## src/design/dcma_queue.sv

```systemverilog
// Small command queue between front and back ends.
module dcma_queue #(
    parameter int W     = 20,
    parameter int DEPTH = 2
) (
    input  logic                       i_clk,
    input  logic                       i_rst_n,
    input  logic                       i_push,
    input  logic [W-1:0]               i_data,
    input  logic                       i_pop,
    output logic [W-1:0]               o_data,
    output logic                       o_full,
    output logic                       o_empty,
    output logic [$clog2(DEPTH+1)-1:0] o_count
);

    localparam int AW = (DEPTH > 1) ? $clog2(DEPTH) : 1;
    localparam int CW = $clog2(DEPTH+1);

    logic [W-1:0]  r_data [DEPTH];
    logic [AW-1:0] r_wr;
    logic [AW-1:0] r_rd;
    logic [CW-1:0] r_count;
    logic          push_ok;
    logic          pop_ok;

    assign push_ok = i_push && !o_full;
    assign pop_ok  = i_pop && !o_empty;
    assign o_full  = (r_count == CW'(DEPTH));
    assign o_empty = (r_count == '0);
    assign o_data  = r_data[r_rd];
    assign o_count = r_count;

    always_ff @(posedge i_clk) begin
        if (push_ok) begin
            r_data[r_wr] <= i_data;
        end
    end

    always_ff @(posedge i_clk) begin
        if (!i_rst_n) begin
            r_wr    <= '0;
            r_rd    <= '0;
            r_count <= '0;
        end else begin
            if (push_ok) begin
                r_wr <= (r_wr == AW'(DEPTH-1)) ? '0 : r_wr + AW'(1);
            end
            if (pop_ok) begin
                r_rd <= (r_rd == AW'(DEPTH-1)) ? '0 : r_rd + AW'(1);
            end
            if (push_ok && !pop_ok) begin
                r_count <= r_count + CW'(1);
            end else if (pop_ok && !push_ok) begin
                r_count <= r_count - CW'(1);
            end
        end
    end

endmodule

```

## config.mk

```make
export PLATFORM = sky130hd
export DESIGN_NAME = dcma_queue
export DESIGN_NICKNAME = d
export VERILOG_FILES = /design/src/design/dcma_queue.sv
export SDC_FILE = /design/constraint.sdc
export NUM_CORES = 1
export LEC_CHECK = 0
export ABC_AREA = 1
export BUFFER_PORTS_ARGS = -buffer_cell sky130_fd_sc_hd__clkbuf_2
export CORE_UTILIZATION = 50
export CTS_CLUSTER_DIAMETER = 200
export DETAILED_ROUTE_END_ITERATION = 12
export GPL_TIMING_DRIVEN = 1
export HOLD_SLACK_MARGIN = 0.03
export PLACE_DENSITY = 0.79
export SLEW_MARGIN = 20
export SYNTH_ARGS = -nofsm -noshare
export SYNTH_HDL_FRONTEND = slang
export SYNTH_SLANG_ARGS = --single-unit
```

## constraint.sdc

```tcl
create_clock -name i_clk -period 2.4 [get_ports i_clk]
set_clock_uncertainty 0.2 [all_clocks]
set_input_delay 0.48 -clock i_clk [delete_from_list [all_inputs] [get_ports i_clk]]
set_output_delay 0.48 -clock i_clk [all_outputs]
set_load 0.02 [all_outputs]
```

Yosys cells after proc, flatten, opt, wreduce, memory -nomap -nowiden:

Memory sizes are Yosys's and may differ from the RTL's. A register that Yosys moved wholly into a read port is not among the register bits.
Cells that the tools add are included.
Widths: inputs -> output; s select.

* register bits: 4
* memory bits (writable): 40
* bits of input ports: 24
* word-level logic and storage cells: 27
* memories kept: 1

* $add $sub $neg: 4
* equality and inequality tests: 1
* mux-type cells: 8
* reduce and logical (&&, ||, !) cells: 10

Memories
* r_data: depth 2, bits a word 20, read ports 1, clocked after memory_dff 1, write ports 1, line 20 `logic [W-1:0] r_data [DEPTH];`

Operators with widths (count)
* $mux 1: 6
* $logic_and 1x1->1: 4
* $logic_not 1->1: 4
* $mux 2: 2
* $add 1x1->1 const B: 2
* $add 2x1->2 const B: 1
* $eq 2x2->1 const B: 1
* $logic_not 2->1: 1
* $reduce_bool 2->1: 1
* $sub 2x1->2 const B: 1

Longest topological paths before layout:

Gate-level depths: netlist (run 1).

* word-level depth: 7
* mapped depth: 10
* mapped depth without buffers: 10

Worst setup path after synthesis (run 1):

OpenSTA, ideal clock, no wires.

* path type: reg-to-reg
* start point: register r_count[0] (netlist: o_count[0])
* end point: memory r_data[1][0] (enable)
* arrival: 1522 ps
* required time: 1803 ps
* slack: 281 ps
* cell stages (with the launch flop): 3
* buffers on the path: 0
* clock period less this slack: 2119 ps
* cells stage by stage: dfxtp_1 > o21ai_2 > nor2_1

* cells in the longest elaborated chain, start to end: 5

Ends and longest elaborated chain
* start: declaration: line 23 `logic [CW-1:0] r_count;`
* start signal: assignment: line 53 `r_count <= r_count + CW'(1);`
* start signal: assignment: line 55 `r_count <= r_count - CW'(1);`
* $eq 2x2->1: line 29 `assign o_full = (r_count == CW'(DEPTH));`
* $logic_not 1->1: line 27 `assign push_ok = i_push && !o_full;`
* $logic_and 1x1->1: line 27
* $mux 1: line 35 `if (push_ok) begin`
* $mux 1 (not written as such): line 36 `r_data[r_wr] <= i_data;`
* end: declaration: line 20

No other way between the ends.

==> results.ini, run 1 <==
[cells_and_area]
final-seq-area_um2 = 1301
layout-drive-gt1-share = 0.5192
postLayoutCellArea_um2 = 2042
fillCellCount = 235
multi_input_area_um2 = 344.1
antenna_cells = 0
nets = 180
areaGrowthSynthToFinish_pct = 20.89

[setup_path]
crit_fanout = 20
worst_path_max_delay_cell = mux2_2
crit_path_start_kind = register
reg2reg_from = o_count[1]$_SDFFE_PN0P_
r2r-end = o_count[1]$_SDFFE_PN0P_
worstPathRequired_ns = 1.72
worstPathBufferInverterCount = 2
slowest_delay_ns = 0.38
cp_num_cells = 3
worstSetupEndpoint = o_data[11]
rrSetupSlack_ns = 0.69
arrival_ns = 1.49
path_cells = buf_4, mux2_2, clkbuf_2
reg2reg_depth = 9
crit_path_end_kind = output port
critPathKind = reg -> out
crit_family = buffers and inverters

[clocking]
h-tree-depth = 2
clk_path_buf_depth = 2
hold_buffers = 0
path_clk_slew_ns = 0.12
post_cts_resized = 0
post_cts_buffers = 0
cts_tree = yes
cts_root_buf = clkbuf_4
clk_latency_ns = 0.35
cts_sinks = 45
cts_buffers = 5

[pwr]
switching_share = 0.3346
p_sw_uw = 679.5
p_per_area_nw_per_um2 = 994.7
seqPwrFrac = 0.512
power.internal_mw = 1.352
leakage_nw = 0.8186
clockPowerShare = 0.160
ir_drop_uv = 592.3
p_comb_frac = 0.329

[timing]
worst_pin_slew_ns = 0.3452
period_share = 0.9038
hold_violations = 0
setup_tns_ns = 0
period_minus_slack_ns = 2.169
rsz0062_at_grt = no
maxSlewHeadroom = 0.7696
max_freq_ghz = 0.4610
drv_slew = 0
setup_viol = 0

[floorplan]
dieArea_um2 = 3614
start_util = 0.5400
chipWidth_um = 60.12
coreArea_um2 = 3128
rows = 20
io_pins = 48
die_h_um = 60.12

[global_route]
grt_use_total = 0.1555
grt_remaining_overflow = 0
grt_max_degree = 21
grt_antenna_before_repair = 0
grt_pass1_wl_mm = 3.629
grt_pass1_vias = 830

[drt]
drt_iter0_markers = 32
vias_per_cell = 4.685
vias = 937
drcViolationCount = 0
wl_per_cell_um = 12.80
first_pass_iters = 4
ant_nets = 0
routed_wl_mm = 2.560

[place]
portBuffers = 47
placed_area_um2 = 1992
place_congestion = 0.6688
dpl.hpwl_mm = 1.804

[synthesis]
synth_cell_types = 15
syn-instance-count = 100
yosysSeqAreaShare = 0.7704
syn_nets = 125
yosysWarnings = 0
ys_seq_elements = 45
syn_area_per_cell_um2 = 16.89
netlist_area_um2 = 1689

[worst_hold_path]
min_path_type = in -> reg

[run_status]
outcome = complete, no violations

[job]
cap_violations = 0

## power groups by stage
stage,sequential [mW],clock [mW],combinational [mW]
after detailed placement,1.06,0,0.675
after global routing,1.05,0.364,0.724
final,1.04,0.325,0.668
after floorplan,1.07,0,0.458
after CTS,1.04,0.333,0.678
after global placement,1.05,0,0.660
## worst min-delay path by stage
| stage | from | endpoint | slack (ns) | cells after the start |
|---|---|---|---|---|
| after floorplan | r_rd$_SDFFE_PN0P_ | register | 0.27 | 2 |
| after global placement | r_rd$_SDFFE_PN0P_ | r_rd$_SDFFE_PN0P_ | 0.28 | 2 |
| after detailed placement | r_rd$_SDFFE_PN0P_ | register | 0.29 | 2 |
| after CTS | i_data[2] | r_data[0][2]$_DFFE_PP_ | 0.09 | 1 |
| after global routing | i_data[2] | r_data[0][2]$_DFFE_PP_ | 0.09 | 1 |
| final | i_data[2] | r_data[0][2]$_DFFE_PP_ | 0.11 | 1 |
## registers in the layout (all words and copies together), names as in the netlist, named ones only
| signal | flops |
|---|---|
| r_wr | 1 |
| o_count | 2 |
| r_data | 40 |
| r_rd | 1 |
## through the flow
stage	hold slack, ns	total power, mW	cells	util	setup WS (ns)
after global placement	0.2788	1.708	192	0.6368	0.6363
after global routing	0.08614	2.142	200	0.6528	0.1487
final	0.1052	2.031	200	0.6528	0.2308
after floorplan	0.2669	1.524	100	-	0.2811
after detailed placement	0.2857	1.733	192	0.6368	0.6293
after CTS	0.09357	2.052	200	0.6528	0.1947
## metal layers
layer,up-vias,track usage,wire length [µm]
li1,470,-,-
met2,29,0.2779,1403
met3,6,0.08009,159
met4,0,0.08970,62
met1,432,0.1360,935
met5,-,0,0
## cells in the final DEF (no fill, tap or decap), types with 2 or more instances in the layout
cell,n
nand2_1,6
clkinv_1,2
nor2_1,8
mux2_2,20
clkbuf_4,5
inv_1,8
nor2_2,3
clkbuf_2,47
dfxtp_1,5
buf_4,3
o21ai_0,2
edfxtp_1,40
## logic make-up (layout without fill, tap and decap cells)
group                      count (synthesis)  after routing  share of synthesized area
DFF                                       45             45                     0.7704
adders and majority gates                  1              1                   0.007406
and+or+nand+nor                           19             19                    0.04593
muxes                                     20             20                     0.1333
buffers and inverters                     11             67                    0.02888
AOI/OAI and AO/OA                          4              4                    0.01407
## layout make-up
class                   instances  share of cell area
clock buffers                   5             0.01838
inverters                       9             0.01654
multi-input cells              44              0.1685
flip-flops and latches         45              0.6373
well taps                      44             0.02696
clock inverters                 3            0.006127
repair buffers                 50              0.1262
## synthesized netlist by cell type
library cell	number	area, µm²
nand3_1	1	5.000
o21ai_0	2	10.01
dfxtp_1	5	100.1
nand4_1	1	6.260
o21ai_2	1	8.760
nor2_1	10	37.54
edfxtp_1	40	1201
nand2_1	6	22.52
inv_1	8	30.03
mux2_2	20	225.2
a21oi_1	1	5.000
buf_4	2	15.01
inv_2	1	3.750
ha_1	1	12.51
nor2_2	1	6.260
## worst reg2reg max path: cells and delay by family, from the launching register on
family / cells / cell delay [ns]
AND/OR/NAND/NOR: 3 / 0.21
buffers and inverters: 4 / 0.31
adder cells (fa/ha/maj): 1 / 0.33
flip-flops: 1 / 0.40
AO/OA/AOI/OAI: 1 / 0.21
No activity file was read; power rests on OpenSTA's default activity.
==> inputs of run 2 (changes only) <==
--- a/constraint.sdc
+++ b/constraint.sdc
@@ -3,3 +3,3 @@
 set_input_delay 0.48 -clock i_clk [delete_from_list [all_inputs] [get_ports i_clk]]
 set_output_delay 0.48 -clock i_clk [all_outputs]
-set_load 0.02 [all_outputs]
+set_load 0.01 [all_outputs]
==> run 2 against run 1 <==
- combinational power fell by 12%
- final cell count did not move
- die area did not move
- routed wire length rose by 7.0%
- via count rose by 6.4%
- critical path type unchanged
- largest cell class unchanged
- largest power group unchanged
==> results.ini, run 2 (synthesized netlist as in run 1, its figures left out) <==
[worst_hold_path]
hold_start = i_data[18]  ; was i_data[2]
whs_path_depth = 1  ; unchanged
whs_endpoint = r_data[0][18]$_DFFE_PP_  ; was r_data[0][2]$_DFFE_PP_
min_path_type = in -> reg  ; unchanged

[timing]
worst_pin_slew_ns = 0.3704  ; was 0.3452 ns
setup_tns_ns = 0  ; unchanged
drv_slew = 0  ; unchanged
period_share = 0.8923  ; was 0.9038
max_freq_ghz = 0.4670  ; was 0.4610 GHz
hold_violations = 0  ; unchanged
maxSlewHeadroom = 0.7528  ; was 0.7696
period_minus_slack_ns = 2.141  ; was 2.169 ns
rsz0062_at_grt = no  ; unchanged
setup_viol = 0  ; unchanged

[drt]
vias = 997  ; was 937
drcViolationCount = 0  ; unchanged
ant_nets = 0  ; unchanged
vias_per_cell = 4.985  ; was 4.685
first_pass_iters = 4  ; unchanged
wl_per_cell_um = 13.70  ; was 12.80 µm
routed_wl_mm = 2.739  ; was 2.560 mm
drt_iter0_markers = 40  ; was 32

[place]
dp_cells = 192  ; unchanged
place_congestion = 0.6548  ; was 0.6688
dpl.hpwl_mm = 1.946  ; was 1.804 mm
placed_area_um2 = 1992  ; unchanged
portBuffers = 47  ; unchanged

[global_route]
grt_use_total = 0.1688  ; was 0.1555
grt_pass1_vias = 959  ; was 830
grt_antenna_before_repair = 0  ; unchanged
grt_pass1_wl_mm = 3.995  ; was 3.629 mm
grt_max_degree = 21  ; unchanged
grt_remaining_overflow = 0  ; unchanged

[clocking]
path_clk_slew_ns = 0.12  ; about the same
post_cts_buffers = 0  ; unchanged
post_cts_resized = 0  ; unchanged
cts_root_buf = clkbuf_4  ; unchanged
h-tree-depth = 2  ; unchanged
hold_buffers = 0  ; unchanged
cts_tree = yes  ; unchanged
clk_path_buf_depth = 2  ; unchanged
cts_buffers = 5  ; unchanged
cts_sinks = 45  ; unchanged
clk_latency_ns = 0.35  ; about the same

[cells_and_area]
nets = 180  ; unchanged
largest-register = r_data  ; unchanged
final_common_cell = clkbuf_2  ; unchanged
layout_common_cells = 47 x clkbuf_2, 40 x edfxtp_1, 20 x mux2_2  ; unchanged
layout-drive-gt1-share = 0.5256  ; was 0.5192
largest_reg_flops = 40  ; unchanged
fillCellCount = 230  ; was 235
antenna_cells = 0  ; unchanged
final_core_util = 0.6612  ; was 0.6528
fin_cells = 200  ; unchanged
areaGrowthSynthToFinish_pct = 22.44  ; was 20.89%
postLayoutCellArea_um2 = 2068  ; was 2042 µm²

[setup_path]
crit_path_end_kind = output port  ; unchanged
reg2reg_from = o_count[1]$_SDFFE_PN0P_  ; unchanged
reg2reg_depth = 9  ; unchanged
crit_path_start_kind = register  ; unchanged
critPathKind = reg -> out  ; unchanged
rrSetupSlack_ns = 0.57  ; was 0.69 ns
r2r-end = o_count[1]$_SDFFE_PN0P_  ; unchanged
arrival_ns = 1.46  ; was 1.49 ns
crit_fanout = 20  ; unchanged
worstPathRequired_ns = 1.72  ; about the same

[floorplan]
chipWidth_um = 60.12  ; unchanged
dieArea_um2 = 3614  ; unchanged
rows = 20  ; unchanged
start_util = 0.5400  ; unchanged
io_pins = 48  ; unchanged
die_h_um = 60.12  ; unchanged
coreArea_um2 = 3128  ; unchanged

[job]
cap_violations = 0  ; unchanged

[run_status]
outcome = complete, no violations  ; unchanged

[pwr]
leakage_nw = 0.8307  ; was 0.8186 nW
ir_drop_uv = 667.9  ; was 592.3 µV
p_per_area_nw_per_um2 = 999.0  ; was 994.7 nW/µm²

-- run 2: worst max path at each step --
stage,from,end,cells after the start
final,register,o_data[10],3
after floorplan,o_count[0]$_SDFFE_PN0P_,r_data[1][0]$_DFFE_PP_,2
after CTS,register,o_data[10],3
after global routing,register,o_data[10],3
after detailed placement,i_pop,o_count[1]$_SDFFE_PN0P_,10
after global placement,i_push,r_data[1][6]$_DFFE_PP_,4
-- run 2: cell type report --
| type | instances | area (µm²) | share of cell area |
|---|---|---|---|
| timing repair buffer | 50 | 257.7 | 0.1246 |
| clock buffer | 6 | 41.29 | 0.01996 |
| inverter | 9 | 33.78 | 0.01633 |
| clock inverter | 2 | 35.03 | 0.01694 |
| tap | 44 | 55.05 | 0.02662 |
| sequential | 45 | 1301 | 0.6292 |
| multi-input combinational | 44 | 344.1 | 0.1664 |
-- run 2: per-stage QoR --
stage	power, mW	hold slack (ns)	setup WS [ns]
6_report	2.066	0.1104	0.2586
5_1_grt	2.169	0.07492	0.1818
4_1_cts	2.082	0.09132	0.2335
3_5_place_dp	1.646	0.2971	0.6109
3_3_place_gp	1.610	0.2807	0.6593
2_1_floorplan	1.423	0.2669	0.3602
-- run 2: worst max-delay path: stages (launching register included) --
cell and delay [ns]:
dfxtp_1 0.33, buf_4 0.27, mux2_2 0.38, clkbuf_2 0.13
-- run 2: power breakdown --
group	leakage (nW)	switching, mW	total, mW	internal (mW)
combinational	0.374	0.334	0.589	0.254
sequential	0.415	0.0464	1.04	0.992
clock	0.0422	0.221	0.440	0.218
total	0.831	0.602	2.07	1.46
-- run 2: metal layers --
metal	global-route usage	vias to the layer above	share of wire
met5	0	-	0
met4	0.1163	0	0.033
met3	0.06710	11	0.048
met2	0.2920	39	0.54
met1	0.1613	475	0.38
li1	-	472	-
