<file path="src/design/dcma_pkg.sv">
// Shared types and constants of the dual-channel moving average.
package dcma_pkg;

    // Register word index of window_len on the APB port
    localparam logic [0:0] REG_WINDOW_LEN = 1'b0;

    // Reset value of window_len
    localparam logic [7:0] WINDOW_LEN_RESET = 8'd8;

    // Depth of the command queue between front and back
    localparam int QUEUE_DEPTH = 2;

    // Command control: channel and whether the request produces an average
    typedef struct packed {
        logic ch;
        logic emit;
    } t_cmd_ctrl;

    // Back-end status seen by the top level
    typedef struct packed {
        logic idle;
        logic dividing;
    } t_back_stat;

endpackage

</file>
<file path="src/design/dcma_front.sv">
// Front end: takes requests, tracks fill counts and ring pointers, issues commands.
module dcma_front #(
    parameter int NW = 9,
    parameter int PW = 8
) (
    input  logic                 i_clk,
    input  logic                 i_rst_n,
    input  logic                 i_restart,
    input  logic [NW-1:0]        i_win_len,
    input  logic                 i_valid,
    input  logic                 i_channel,
    output logic                 o_stall,
    input  logic                 i_full,
    output logic                 o_push,
    output dcma_pkg::t_cmd_ctrl  o_ctrl,
    output logic [PW-1:0]        o_slot
);

    logic [NW-1:0] r_fill [2];
    logic [PW-1:0] r_ptr  [2];
    logic [NW-1:0] fill_sel;
    logic [NW-1:0] ptr_inc;
    logic          emit;

    assign fill_sel = r_fill[i_channel];
    assign emit     = (fill_sel >= i_win_len);
    assign ptr_inc  = NW'(r_ptr[i_channel]) + NW'(1);

    assign o_stall     = i_full;
    assign o_push      = i_valid && !i_full;
    assign o_ctrl.ch   = i_channel;
    assign o_ctrl.emit = emit;
    // while filling the pointer is still zero, so the slot is the fill count
    assign o_slot      = emit ? r_ptr[i_channel] : PW'(fill_sel);

    always_ff @(posedge i_clk) begin
        if (!i_rst_n || i_restart) begin
            r_fill[0] <= '0;
            r_fill[1] <= '0;
            r_ptr[0]  <= '0;
            r_ptr[1]  <= '0;
        end else if (o_push) begin
            if (!emit) begin
                r_fill[i_channel] <= fill_sel + NW'(1);
            end else if (ptr_inc >= i_win_len) begin
                r_ptr[i_channel] <= '0;
            end else begin
                r_ptr[i_channel] <= PW'(ptr_inc);
            end
        end
    end

endmodule

</file>
<file path="config.mk">
export PLATFORM = sky130hd
export DESIGN_NAME = dcma_front
export DESIGN_NICKNAME = d
export VERILOG_FILES = /design/src/design/dcma_pkg.sv /design/src/design/dcma_front.sv
export SDC_FILE = /design/constraint.sdc
export NUM_CORES = 1
export LEC_CHECK = 0
export ABC_AREA = 1
export ABC_CLOCK_PERIOD_IN_PS = 7800
export BUFFER_PORTS_ARGS = -buffer_cell sky130_fd_sc_hd__buf_2
export CELL_PAD_IN_SITES_DETAIL_PLACEMENT = 0
export CELL_PAD_IN_SITES_GLOBAL_PLACEMENT = 2
export CORE_MARGIN = 4
export CORE_UTILIZATION = 38
export DETAILED_ROUTE_END_ITERATION = 10
export PLACE_DENSITY_LB_ADDON = 0.1
export SKIP_LAST_GASP = 1
export SLEW_MARGIN = 25
export SYNTH_ARGS = -nofsm -noshare
export SYNTH_HDL_FRONTEND = slang
export SYNTH_SLANG_ARGS = --single-unit
</file>
<file path="constraint.sdc">
create_clock -name i_clk -period 7.8 [get_ports i_clk]
set_clock_uncertainty 0.1 [all_clocks]
set_input_delay 0.39 -clock i_clk [delete_from_list [all_inputs] [get_ports i_clk]]
set_output_delay 0.39 -clock i_clk [all_outputs]
set_load 0.03 [all_outputs]
</file>
# After elaboration in Yosys (flattened, before gate mapping)
# Memory sizes are Yosys's and may differ from the RTL's.
# Cells that the tools add are included.
[word_totals]
ff_bits = 0
ramBits = 34
in_bits = 15
output_inout_bits = 12
wordCells = 37
mem_count = 2
[classes]
n_addsub = 2
magnitude_cmp = 2
muxes = 24
bitwise_logic = 1
n_reduce_logical = 6
[mem_list]
columns = ["memory", "words", "word_bits", "read_ports", "rd_ports_with_merged_regs", "wr", "line", "source"]
rows = [
  ["r_fill", 2, 9, 1, 0, 2, "dcma_front.sv:19", "logic [NW-1:0] r_fill [2];"],
  ["r_ptr", 2, 8, 1, 0, 2, "dcma_front.sv:20", "logic [PW-1:0] r_ptr [2];"],
]
[op_table]
columns = ["op", "n"]
rows = [
  ["2-to-1 mux 8 bit", 3],
  ["2-to-1 mux 1 bit", 20],
  [">= comparator 9 bit", 2],
  ["adder 8 x 1 -> 9 bit, second input constant", 1],
  ["adder 9 x 1 -> 9 bit, second input constant", 1],
  ["2-to-1 mux 9 bit", 1],
  ["OR reduction 9 bit", 1],
  ["OR reduction 8 bit", 1],
  ["logical NOT 1 bit", 2],
  ["logical AND 1 bit", 1],
  ["logical OR 1 bit", 1],
  ["OR 1 bit", 1],
]

# Logic depth before layout (Yosys ltp)
# Gate-level depths: netlist (run 1).
# An unclocked memory read counts as a cell.
[logic_depth]
depth_word = 11
mapped_depth = 21
depth_no_buf = 19

# Worst setup path before layout (run 1)
# No wires, ideal clock.
[synth_timing]
path_type = "input to output"
from = "input i_channel"
to = "output o_slot[0]"
t_arrival_ns = 2.714
required_ns = 7.310
slack_ns = 4.596
stages = 11
n_path_buf = 3
cell_sequence = "buf_6 buf_6 o21ai_0 inv_1 ha_1 nand2_1 inv_1 a21oi_1 nand4_2 buf_2 o21ai_0"
[synth_between]
elab_chain_cells = 3
elab_cells_between_ends = 4
classes_between = "order compare (1); mux (1); memory (2)"
[synth_rtl]
columns = ["element", "line", "source"]
rows = [
  ["start, declared", "dcma_front.sv:11", "input logic i_channel,"],
  ["memory read (2 x 9 bit)", "-", ""],
  [">= comparator 9 bit", "dcma_front.sv:26", "assign emit = (fill_sel >= i_win_len);"],
  ["via emit", "dcma_front.sv:23", "logic emit;"],
  ["2-to-1 mux 8 bit", "dcma_front.sv:34", "assign o_slot = emit ? r_ptr[i_channel] : PW'(fill_sel);"],
  ["end, declared", "dcma_front.sv:16", "output logic [PW-1:0] o_slot"],
]
# The timed path passes the listed nets, and every way through them passes these cells.

# Final worst setup path (run 1)
[layout_timing]
from = "input i_channel"
to = "output o_slot[7]"
[layout_between]
elab_chain_cells = 3
elab_cells_between_ends = 4
classes_between = "order compare (1); mux (1); memory (2)"
[layout_rtl]
columns = ["element", "line"]
rows = [
  ["memory read (2 x 9 bit)", "-"],
  [">= comparator 9 bit", "dcma_front.sv:26"],
  ["2-to-1 mux 8 bit (*)", "dcma_front.sv:34"],
]
# Every way passes the cells marked *; elsewhere a longest branch is shown, timed or not.

==> results of run 1 <==
## metal layers
metal | vias up | part of all wire [%] | global-route usage, % | wire (microns)
li1 | 1178 | - | - | -
met1 | 1029 | 46 | 21.26 | 3123
met2 | 29 | 50 | 29.15 | 3447
met3 | 8 | 3.3 | 2.600 | 227
met4 | 0 | 0.70 | 2.564 | 48
met5 | - | 0 | 0 | 0
## path summary, 6_finish.rpt
path	from	to	slack, ns	depth (start not counted)
setup / recovery	i_channel	o_slot[7]	4.08	11
hold / removal	i_restart	r_ptr[1][7]$_SDFFCE_PN0P_	0.63	3
setup reg to reg	r_fill[0][7]$_SDFFCE_PN0P_	r_ptr[0][3]$_SDFFCE_PN0P_	4.53	9
hold reg to reg	r_ptr[0][0]$_SDFFCE_PN0P_	r_ptr[0][0]$_SDFFCE_PN0P_	0.67	3
## tightest hold or removal path: stages
cell and delay (ns):
buf_2 0.08, nor2_2 0.07, nand2_1 0.27
## state kept, by name (all words and copies together), names as in the netlist
| signal | count |
|---|---|
| r_fill | 18 |
| r_ptr | 16 |
## per-stage QoR
step                utilization, %  power (mW)  cells
finish                       43.03      0.4449    475
detailed placement           41.85      0.3289    467
CTS                          43.03      0.4477    475
global placement             41.85      0.3286    467
global route                 43.03      0.4687    475
floorplan                        -      0.3017    355
## layout make-up
cell class,instances,area share [%]
sequential,34,34.36
clock inverter,2,0.2947
tap,96,4.042
multi-input combinational,261,48.00
timing repair buffer,26,4.379
inverter,50,6.484
clock buffer,6,2.442
## placed cells by master (no fill, tap or decap), drive strengths merged
cell,netlist,layout
nor2,54,54
nand2,123,123
a21boi,1,1
a21o,1,1
nand3b,1,1
ha,20,20
edfxtp,34,34
clkbuf,0,6
nand3,26,26
a21oi,5,5
or2,3,3
o21ai,12,12
nand4,4,4
xor2,2,2
o21a,1,1
buf,10,26
xnor2,3,3
clkinv,0,2
inv,50,50
nor3,5,5
## cells by family (layout without fill, tap and decap cells)
logic type                 count (synthesis)  count (layout)  share of synthesized area (%)
and+or+nand+nor                          216             216                          36.66
buffers and inverters                     60              84                          10.48
DFF                                       34              34                          37.35
adders and majority gates                 20              20                          9.153
AOI/OAI and AO/OA                         20              20                          4.760
xor gates and xnor gates                   5               5                          1.602
## report_power, final
| group | internal [mW] | switching, mW | total [mW] |
|---|---|---|---|
| registers | 0.209 | 0.00305 | 0.212 |
| logic | 0.0322 | 0.0799 | 0.112 |
| clock network | 0.0613 | 0.0596 | 0.121 |
| total | 0.302 | 0.143 | 0.445 |
==> flow_metrics.tcl, run 1 <==
set metrics [dict create \
    outcome "finished, final reports clean" \
    max_slew_margin_pct 58.68 \
    initial_utilization_pct 39.58 \
    setup_viol 0 \
    drt_iter0_markers 67 \
    cpPeakStageDelay_ns 0.49 \
    clockBufferDepth 2 \
    cts-resized-gates 0 \
    tightest_slew_ns 0.6198 \
    async_reset_ff_share_pct 0 \
    synth_top_area_share_pct 37.35 \
    slew_viol_final 0 \
    synth_most_common_cell "nand2_1" \
    dr.pass1.iters 4 \
    io_pins 27 \
    synth-seq-cells 34 \
    period_needed_ns 3.716 \
    crit_path_cell_trace "buf_2 > inv_6 > or2_1 > o21a_1 > ha_1 > nand2_1 > inv_1 > a21oi_1 > nand4_2 > o21ai_0 > buf_2" \
    port-buffer-count 26 \
    antenna_found_initial 0 \
    grt_overflow 0 \
    nFillCells 776 \
    clock-sinks 34 \
    grt_max_degree 30 \
    dpl_cell_area_sq_um 2890 \
    crit_top_cell "buf_2" \
    netlist_top_cells_count "105 x nand2_1, 47 x nor2_1, 46 x inv_1, 34 x edfxtp_1, 24 x nand3_1" \
    p_leak_nw 1.448 \
    synth-main-ff-cell "edfxtp_1" \
    fin_nets 413 \
    num_rows 30 \
    max_freq_mhz 269.1 \
    synth_area_sq_um 2734 \
    worstSkewPairLatency_ns 0.28 \
    maxCapViolCount 0 \
    hold_viol 0 \
    syn_avg_cell_area_sq_um 7.701 \
    grt_pass1_vias 2099 \
    synthTopCellsByArea "edfxtp_1 37%, nand2_1 14%, ha_1 9.2%, nor2_1 6.5%, inv_1 6.3%" \
    via_per_inst 4.724 \
    cts_inserted_buffers 5 \
    seqCellArea_sq_um 1021 \
    diodes 0 \
    ctsHtreeMaxLevel 2 \
    required_ns 7.31 \
    ant_nets 0 \
    ys_seq_area_share_pct 37.35 \
    hold_class "in2reg" \
    gp_congestion 0.7842 \
    crit_family "buffers and inverters" \
    post_cts_buffers 0 \
    critPathMaxFanout 29 \
    fin_hold_ws_ns 0.6288 \
    pre_cts_ws_ns 4.019 \
    fp.dieH_microns 92.82 \
    drc 0 \
    cp_slowest_cell "buf_2" \
    syn_nets 390 \
    post-route-period-util_pct 47.65 \
    grt_usage_pct 16.39 \
    max-vdd-ir-drop_mv 0.08685 \
    vias 2244 \
    rsz0062_at_grt "false" \
    synth_cell_types 33 \
    yosysWarnings 0 \
    critPathCaptureType "output port" \
    synth_area_leader_cell "edfxtp_1" \
    hpwl_microns 5548 \
    cts-root-buf "clkbuf_8" \
    synth_edf_count 34 \
    wl_per_cell_microns 14.41 \
    finalWorstSetupSlack_ns 4.084 \
    die_width_microns 92.82 \
    dieArea_sq_um 8616 \
    start_kind "input port" \
    design_area_sq_um 2972 \
    multi_input_area_sq_um 1426 \
    routed_wl_microns 6847 \
    syn_to_final_growth_pct 8.696 \
    worstSetupPathType "in2out" \
    core_sq_um 6907 \
    p_per_area_nw_per_um2 149.7 \
    clkTransAtPathRegs_ns 0.07 \
    synthCells 355 \
    grt_pass1_wl_microns 10780 \
    drive_above_1_share_pct 18.73 \
    arrival_ns 3.23 \
    setup_tns_ns 0 \
    cts_tree "yes" \
    critPathBufInv 4 \
    holdBufCountCts 0 \
]
Power figures use the tool's default switching activity.
==> run 2: changes to the inputs <==
--- a/config.mk
+++ b/config.mk
@@ -6,12 +6,12 @@
 export NUM_CORES = 1
 export LEC_CHECK = 0
 export ABC_AREA = 1
-export ABC_CLOCK_PERIOD_IN_PS = 7800
+export ABC_CLOCK_PERIOD_IN_PS = 3300
 export BUFFER_PORTS_ARGS = -buffer_cell sky130_fd_sc_hd__buf_2
 export CELL_PAD_IN_SITES_DETAIL_PLACEMENT = 0
 export CELL_PAD_IN_SITES_GLOBAL_PLACEMENT = 2
 export CORE_MARGIN = 4
-export CORE_UTILIZATION = 38
+export CORE_UTILIZATION = 32
 export DETAILED_ROUTE_END_ITERATION = 10
 export PLACE_DENSITY_LB_ADDON = 0.1
 export SKIP_LAST_GASP = 1
==> constraint.sdc (replaced) <==
create_clock -name i_clk -period 3.3 [get_ports i_clk]
set_clock_uncertainty 0.1 [all_clocks]
set_input_delay 0.165 -clock i_clk [delete_from_list [all_inputs] [get_ports i_clk]]
set_output_delay 0.165 -clock i_clk [all_outputs]
set_load 0.03 [all_outputs]
==> run 2 against run 1 <==
Die area up 17%. Flip-flop and latch count unchanged. Wire length up 4.0%. Largest power group unchanged. Via count about the same. Register-to-register slack worse by 4.1 ns. Final cell count up 4.2%. First-iteration DRC count down 39%. Power up 140%.
==> flow_metrics.tcl, run 2 (synthesis gave the netlist of run 1 again) <==
set metrics [dict create \
    fin_hold_ws_ns 0.4374 \
    setup_tns_ns 0 \
    pre_cts_ws_ns 0.2654 \
    max_freq_mhz 327.0 \
    grt_pass1_wl_microns 11270 \
    max-vdd-ir-drop_mv 0.1955 \
    regMostFlops "r_fill" \
    tightest_slew_ns 0.4194 \
    post-route-period-util_pct 92.66 \
    critPathBufInv 3 \
    drt_iter0_markers 41 \
    max_slew_margin_pct 71.97 \
    rsz0062_at_grt "false" \
    p_leak_nw 1.503 \
    drive_above_1_share_pct 21.03 \
    critPathCaptureType "output port" \
    grt_max_degree 18 \
    cts_inserted_buffers 5 \
    p_per_area_nw_per_um2 345.9 \
    gp_congestion 0.7413 \
    syn_to_final_growth_pct 12.59 \
    io_pins 27 \
    antenna_found_initial 0 \
    die_width_microns 100.4 \
    grt_overflow 0 \
    grt_pass1_vias 2119 \
    cpPeakStageDelay_ns 0.40 \
    maxCapViolCount 0 \
    layout_common_cells "105 x nand2_1, 47 x nor2_1, 46 x inv_1" \
    holdBufCountCts 0 \
    crit_family "buffers and inverters" \
    via_per_inst 4.531 \
    top_regs "r_fill: 18 flops, r_ptr: 16 flops" \
    hold_viol 0 \
    outcome "finished, final reports clean" \
    cts_tree "yes" \
    dieArea_sq_um 10090 \
    min_from "i_restart" \
    hpwl_microns 5874 \
    ant_nets 0 \
    required_ns 3.03 \
    slew_viol_final 0 \
    r2r_start "r_ptr[0][0]$_SDFFCE_PN0P_" \
    hold_class "in2reg" \
    multi_input_area_sq_um 1426 \
    ctsHtreeMaxLevel 2 \
    fin_nets 424 \
    grt_usage_pct 15.00 \
    initial_utilization_pct 33.11 \
    nFillCells 881 \
    diodes 0 \
    clkTransAtPathRegs_ns 0.07 \
    mostFrequentLayoutCell "nand2_1" \
    fp.dieH_microns 100.4 \
    core_sq_um 8258 \
    worstSkewPairLatency_ns 0.28 \
    place_inst 487 \
    clockBufferDepth 2 \
    critPathMaxFanout 12 \
    crit_path_cell_trace "or2_1 > o21a_1 > ha_1 > nand2_1 > inv_1 > a21oi_1 > nand4_2 > buf_4 > o21ai_0 > buf_2" \
    crit_start "r_fill[1][8]$_SDFFCE_PN0P_" \
    vias 2243 \
    drc 0 \
    cp_slowest_cell "edfxtp_1" \
    clock-sinks 34 \
    worstSetupPathType "reg2out" \
    dr.pass1.iters 4 \
    cts-root-buf "clkbuf_8" \
    routed_wl_microns 7123 \
    wl_per_cell_microns 14.39 \
    largest_reg_flops 18 \
    start_kind "flip-flop" \
    seqCellArea_sq_um 1021 \
    setup_viol 0 \
    finalWorstSetupSlack_ns 0.2422 \
    port-buffer-count 26 \
    cts-resized-gates 0 \
    post_cts_buffers 0 \
    arrival_ns 2.79 \
    fin_total_pwr_mw 1.065 \
    num_rows 33 \
    period_needed_ns 3.058 \
    stdcell_count 495 \
]
-- run 2: cell types whose count changed in the layout (fill, tap and decap cells not counted), sizes merged --
cell / before / now
buf: 26 / 37
-- run 2: final timing paths --
| check | end | slack, ns | depth (start not counted) |
|---|---|---|---|
| setup / recovery | o_slot[5] | 0.24 | 10 |
| hold / removal | r_ptr[1][3]$_SDFFCE_PN0P_ | 0.44 | 3 |
| setup reg to reg | r_ptr[1][2]$_SDFFCE_PN0P_ | 0.48 | 14 |
| hold reg to reg | r_ptr[1][0]$_SDFFCE_PN0P_ | 0.64 | 3 |
-- run 2: cell type report --
type,instances,area share [%]
clock buffers,6,2.358
repair buffers,37,7.317
multi-input cells,261,46.34
clock inverters,2,0.2846
well taps,105,4.268
inverters,50,6.260
flip-flops and latches,34,33.17
-- run 2: per-layer routing --
| metal | routed length (microns) | vias to the layer above | GRT usage (%) |
|---|---|---|---|
| li1 | - | 1197 | - |
| met2 | 3683 | 15 | 26.35 |
| met5 | 0 | - | 0 |
| met1 | 3273 | 1027 | 19.53 |
| met3 | 134 | 4 | 2.641 |
| met4 | 31 | 0 | 2.487 |
-- run 2: tightest hold or removal path: cells and delay by family --
| family | cells | cell delay, ns |
|---|---|---|
| buffers and inverters | 1 | 0.08 |
| AND/OR/NAND/NOR | 2 | 0.37 |
-- run 2: power breakdown --
part	total (mW)	internal, mW	switching [mW]
clock network	0.285	0.145	0.140
logic	0.280	0.0868	0.193
registers	0.500	0.494	0.00654
-- run 2: through the flow --
stage / cell area (sq um) / utilization, %
2_1_floorplan: 2734 / -
3_3_place_gp: 2997 / 36.29
3_5_place_dp: 2997 / 36.29
4_1_cts: 3078 / 37.27
5_1_grt: 3078 / 37.27
6_report: 3078 / 37.27
==> run 3: changes to the inputs <==
--- a/config.mk
+++ b/config.mk
@@ -13,6 +13,7 @@
 export CORE_MARGIN = 4
 export CORE_UTILIZATION = 32
 export DETAILED_ROUTE_END_ITERATION = 10
+export GPL_TIMING_DRIVEN = 0
 export PLACE_DENSITY_LB_ADDON = 0.1
 export SKIP_LAST_GASP = 1
 export SLEW_MARGIN = 25
==> run 3 against run 2 <==
Flip-flop and latch count unchanged. Wire length increased by 2.1%. Setup slack lost 0.0019 ns. Power rose by 0.30%. Fmax barely moved. Utilization shrank 0.061 points. Die area unchanged. Critical path type is now reg2reg. Critical endpoint is now r_fill[0][7]$_SDFFCE_PN0P_. Non-clock buffer count down 2. Count of clock-buffer cells in the layout shrank 1. Highest routed layer unchanged.
==> flow_metrics.tcl, run 3 (synthesis gave the netlist of run 1 again) <==
set metrics [dict create \
    largest_reg_flops 18 \
    ctsHtreeMaxLevel 2 \
    r2r_start "r_fill[0][7]$_SDFFCE_PN0P_" \
    ant_nets 0 \
    worstSetupPathType "reg2reg" \
    start_kind "flip-flop" \
    regMostFlops "r_fill" \
    top_regs "r_fill: 18 flops, r_ptr: 16 flops" \
    grt_pass1_vias 2138 \
    clock-sinks 34 \
    critPathCaptureType "flip-flop" \
    drive_above_1_share_pct 20.62 \
    critPathMaxFanout 10 \
    period_needed_ns 3.060 \
    required_ns 3.13 \
    dpl_cell_area_sq_um 2990 \
    syn_to_final_growth_pct 12.40 \
    hpwl_microns 5813 \
    highest_layer "met4" \
    via_per_inst 4.544 \
    cpPeakStageDelay_ns 0.45 \
    grt_pass1_wl_microns 11430 \
    rsz0062_at_grt "false" \
    m1WireLength_microns 3383 \
    wl_met3_microns 130 \
    design_area_sq_um 3073 \
    post_cts_buffers 0 \
    fin_total_pwr_mw 1.068 \
    drt_iter0_markers 71 \
    gp_congestion 0.7936 \
    die_width_microns 100.4 \
    crit_top_cell "nand2_1" \
    grt_usage_pct 15.08 \
    cp_slowest_cell "nand2_1" \
    crit_path_end "r_fill[0][7]$_SDFFCE_PN0P_" \
    num_rows 33 \
    port-buffer-count 25 \
    diodes 0 \
    layout_common_cells "104 x nand2_1, 47 x nor2_1, 46 x inv_1" \
    antenna_found_initial 0 \
    dr.pass1.iters 4 \
    fp.dieH_microns 100.4 \
    drc 0 \
    vias 2240 \
    whs_path_depth 3 \
    cts_tree "yes" \
    fin_hold_ws_ns 0.3209 \
    reg2regPathDepth 10 \
    hold_viol 0 \
    outcome "finished, final reports clean" \
    mostFrequentLayoutCell "nand2_1" \
    cts-root-buf "clkbuf_8" \
    final_util_pct 37.21 \
    grt_max_degree 11 \
    crit_start "r_fill[0][7]$_SDFFCE_PN0P_" \
    fin_nets 422 \
    max_freq_mhz 326.8 \
    slew_viol_final 0 \
    io_pins 27 \
    hold_class "in2reg" \
    p_leak_nw 1.498 \
    crit_path_cell_trace "o21ai_1 > inv_1 > ha_1 > nand2_1 > inv_1 > a21oi_1 > nand2_1 > nor2_1 > nand4_2 > nand2_1" \
    initial_utilization_pct 33.11 \
    tightest_slew_ns 0.4502 \
    core_sq_um 8258 \
    max_slew_margin_pct 69.92 \
    clkTransAtPathRegs_ns 0.07 \
    post-route-period-util_pct 92.72 \
    cts_inserted_buffers 5 \
    grt_overflow 0 \
    dr_wl_met2_microns 3692 \
    arrival_ns 2.89 \
    worstSkewPairLatency_ns 0.28 \
    routed_wl_microns 7275 \
    holdBufCountCts 0 \
    p_per_area_nw_per_um2 347.4 \
    clockBufferDepth 2 \
    reg2reg_slack_ns 0.24 \
    max-vdd-ir-drop_mv 0.2228 \
    setup_viol 0 \
    wl_per_cell_microns 14.76 \
    dieArea_sq_um 10090 \
    r2r-end "r_fill[0][7]$_SDFFCE_PN0P_" \
    maxCapViolCount 0 \
]
run 3: changes by cell type in the layout (fill, tap and decap cells not counted), sizes merged:
cell	change
buf	-2
clkbuf	-1
clkinv	+1
run 3: what timing repair did:
item,CTS,global route
resized for setup,1,1
gates cloned,0,0
setup endpoints to repair,9,33
run 3: final cells by class:
type | count | area [sq um]
Buffer | 10 | 93.84
Clock buffer | 5 | 68.82
Clock inverter | 3 | 11.26
Fill cell | 926 | 5185
Inverter | 50 | 192.7
Multi-Input combinational cell | 261 | 1429
Sequential cell | 34 | 1021
Tap cell | 105 | 131.4
Timing Repair Buffer | 25 | 125.1
run 3: critical path, delay by kind of cell (launching register included):
kind | cells | cell delay, ns
fa+ha+maj | 1 | 0.31
compound gates | 2 | 0.52
flops | 1 | 0.37
buf+inv | 2 | 0.19
simple gates | 5 | 1.22
run 3: worst min path at each step:
stage,endpoint,start,slack (ns)
floorplan,o_push,i_full,0.35
global placement,o_ctrl[1],i_channel,0.48
detailed placement,o_ctrl[1],i_channel,0.48
CTS,r_fill[1][0]$_SDFFCE_PN0P_,i_restart,0.32
global route,r_fill[1][1]$_SDFFCE_PN0P_,i_restart,0.33
finish,r_fill[1][0]$_SDFFCE_PN0P_,i_restart,0.32
run 3: routing by layer:
metal / vias to the layer above / track usage, %
li1: 1193 / -
met1: 1022 / 19.53
met2: 21 / 26.20
met3: 4 / 2.502
met4: 0 / 3.627
met5: - / 0
run 3: per-stage QoR:
stage               setup TNS [ns]  setup slack (ns)  std cells
floorplan                        0            0.5457        355
global placement            -2.666           -0.1651        485
detailed placement          -1.837           -0.1266        485
CTS                              0           0.02202        493
global route                     0           0.05463        493
finish                           0            0.2403        493
run 3: report_power, final:
group,total (mW),internal [mW],switching [mW],leakage (nW)
registers,0.500,0.493,0.00629,0.379
clock network,0.282,0.141,0.141,0.0407
logic,0.286,0.0886,0.197,1.08
total,1.07,0.723,0.345,1.50
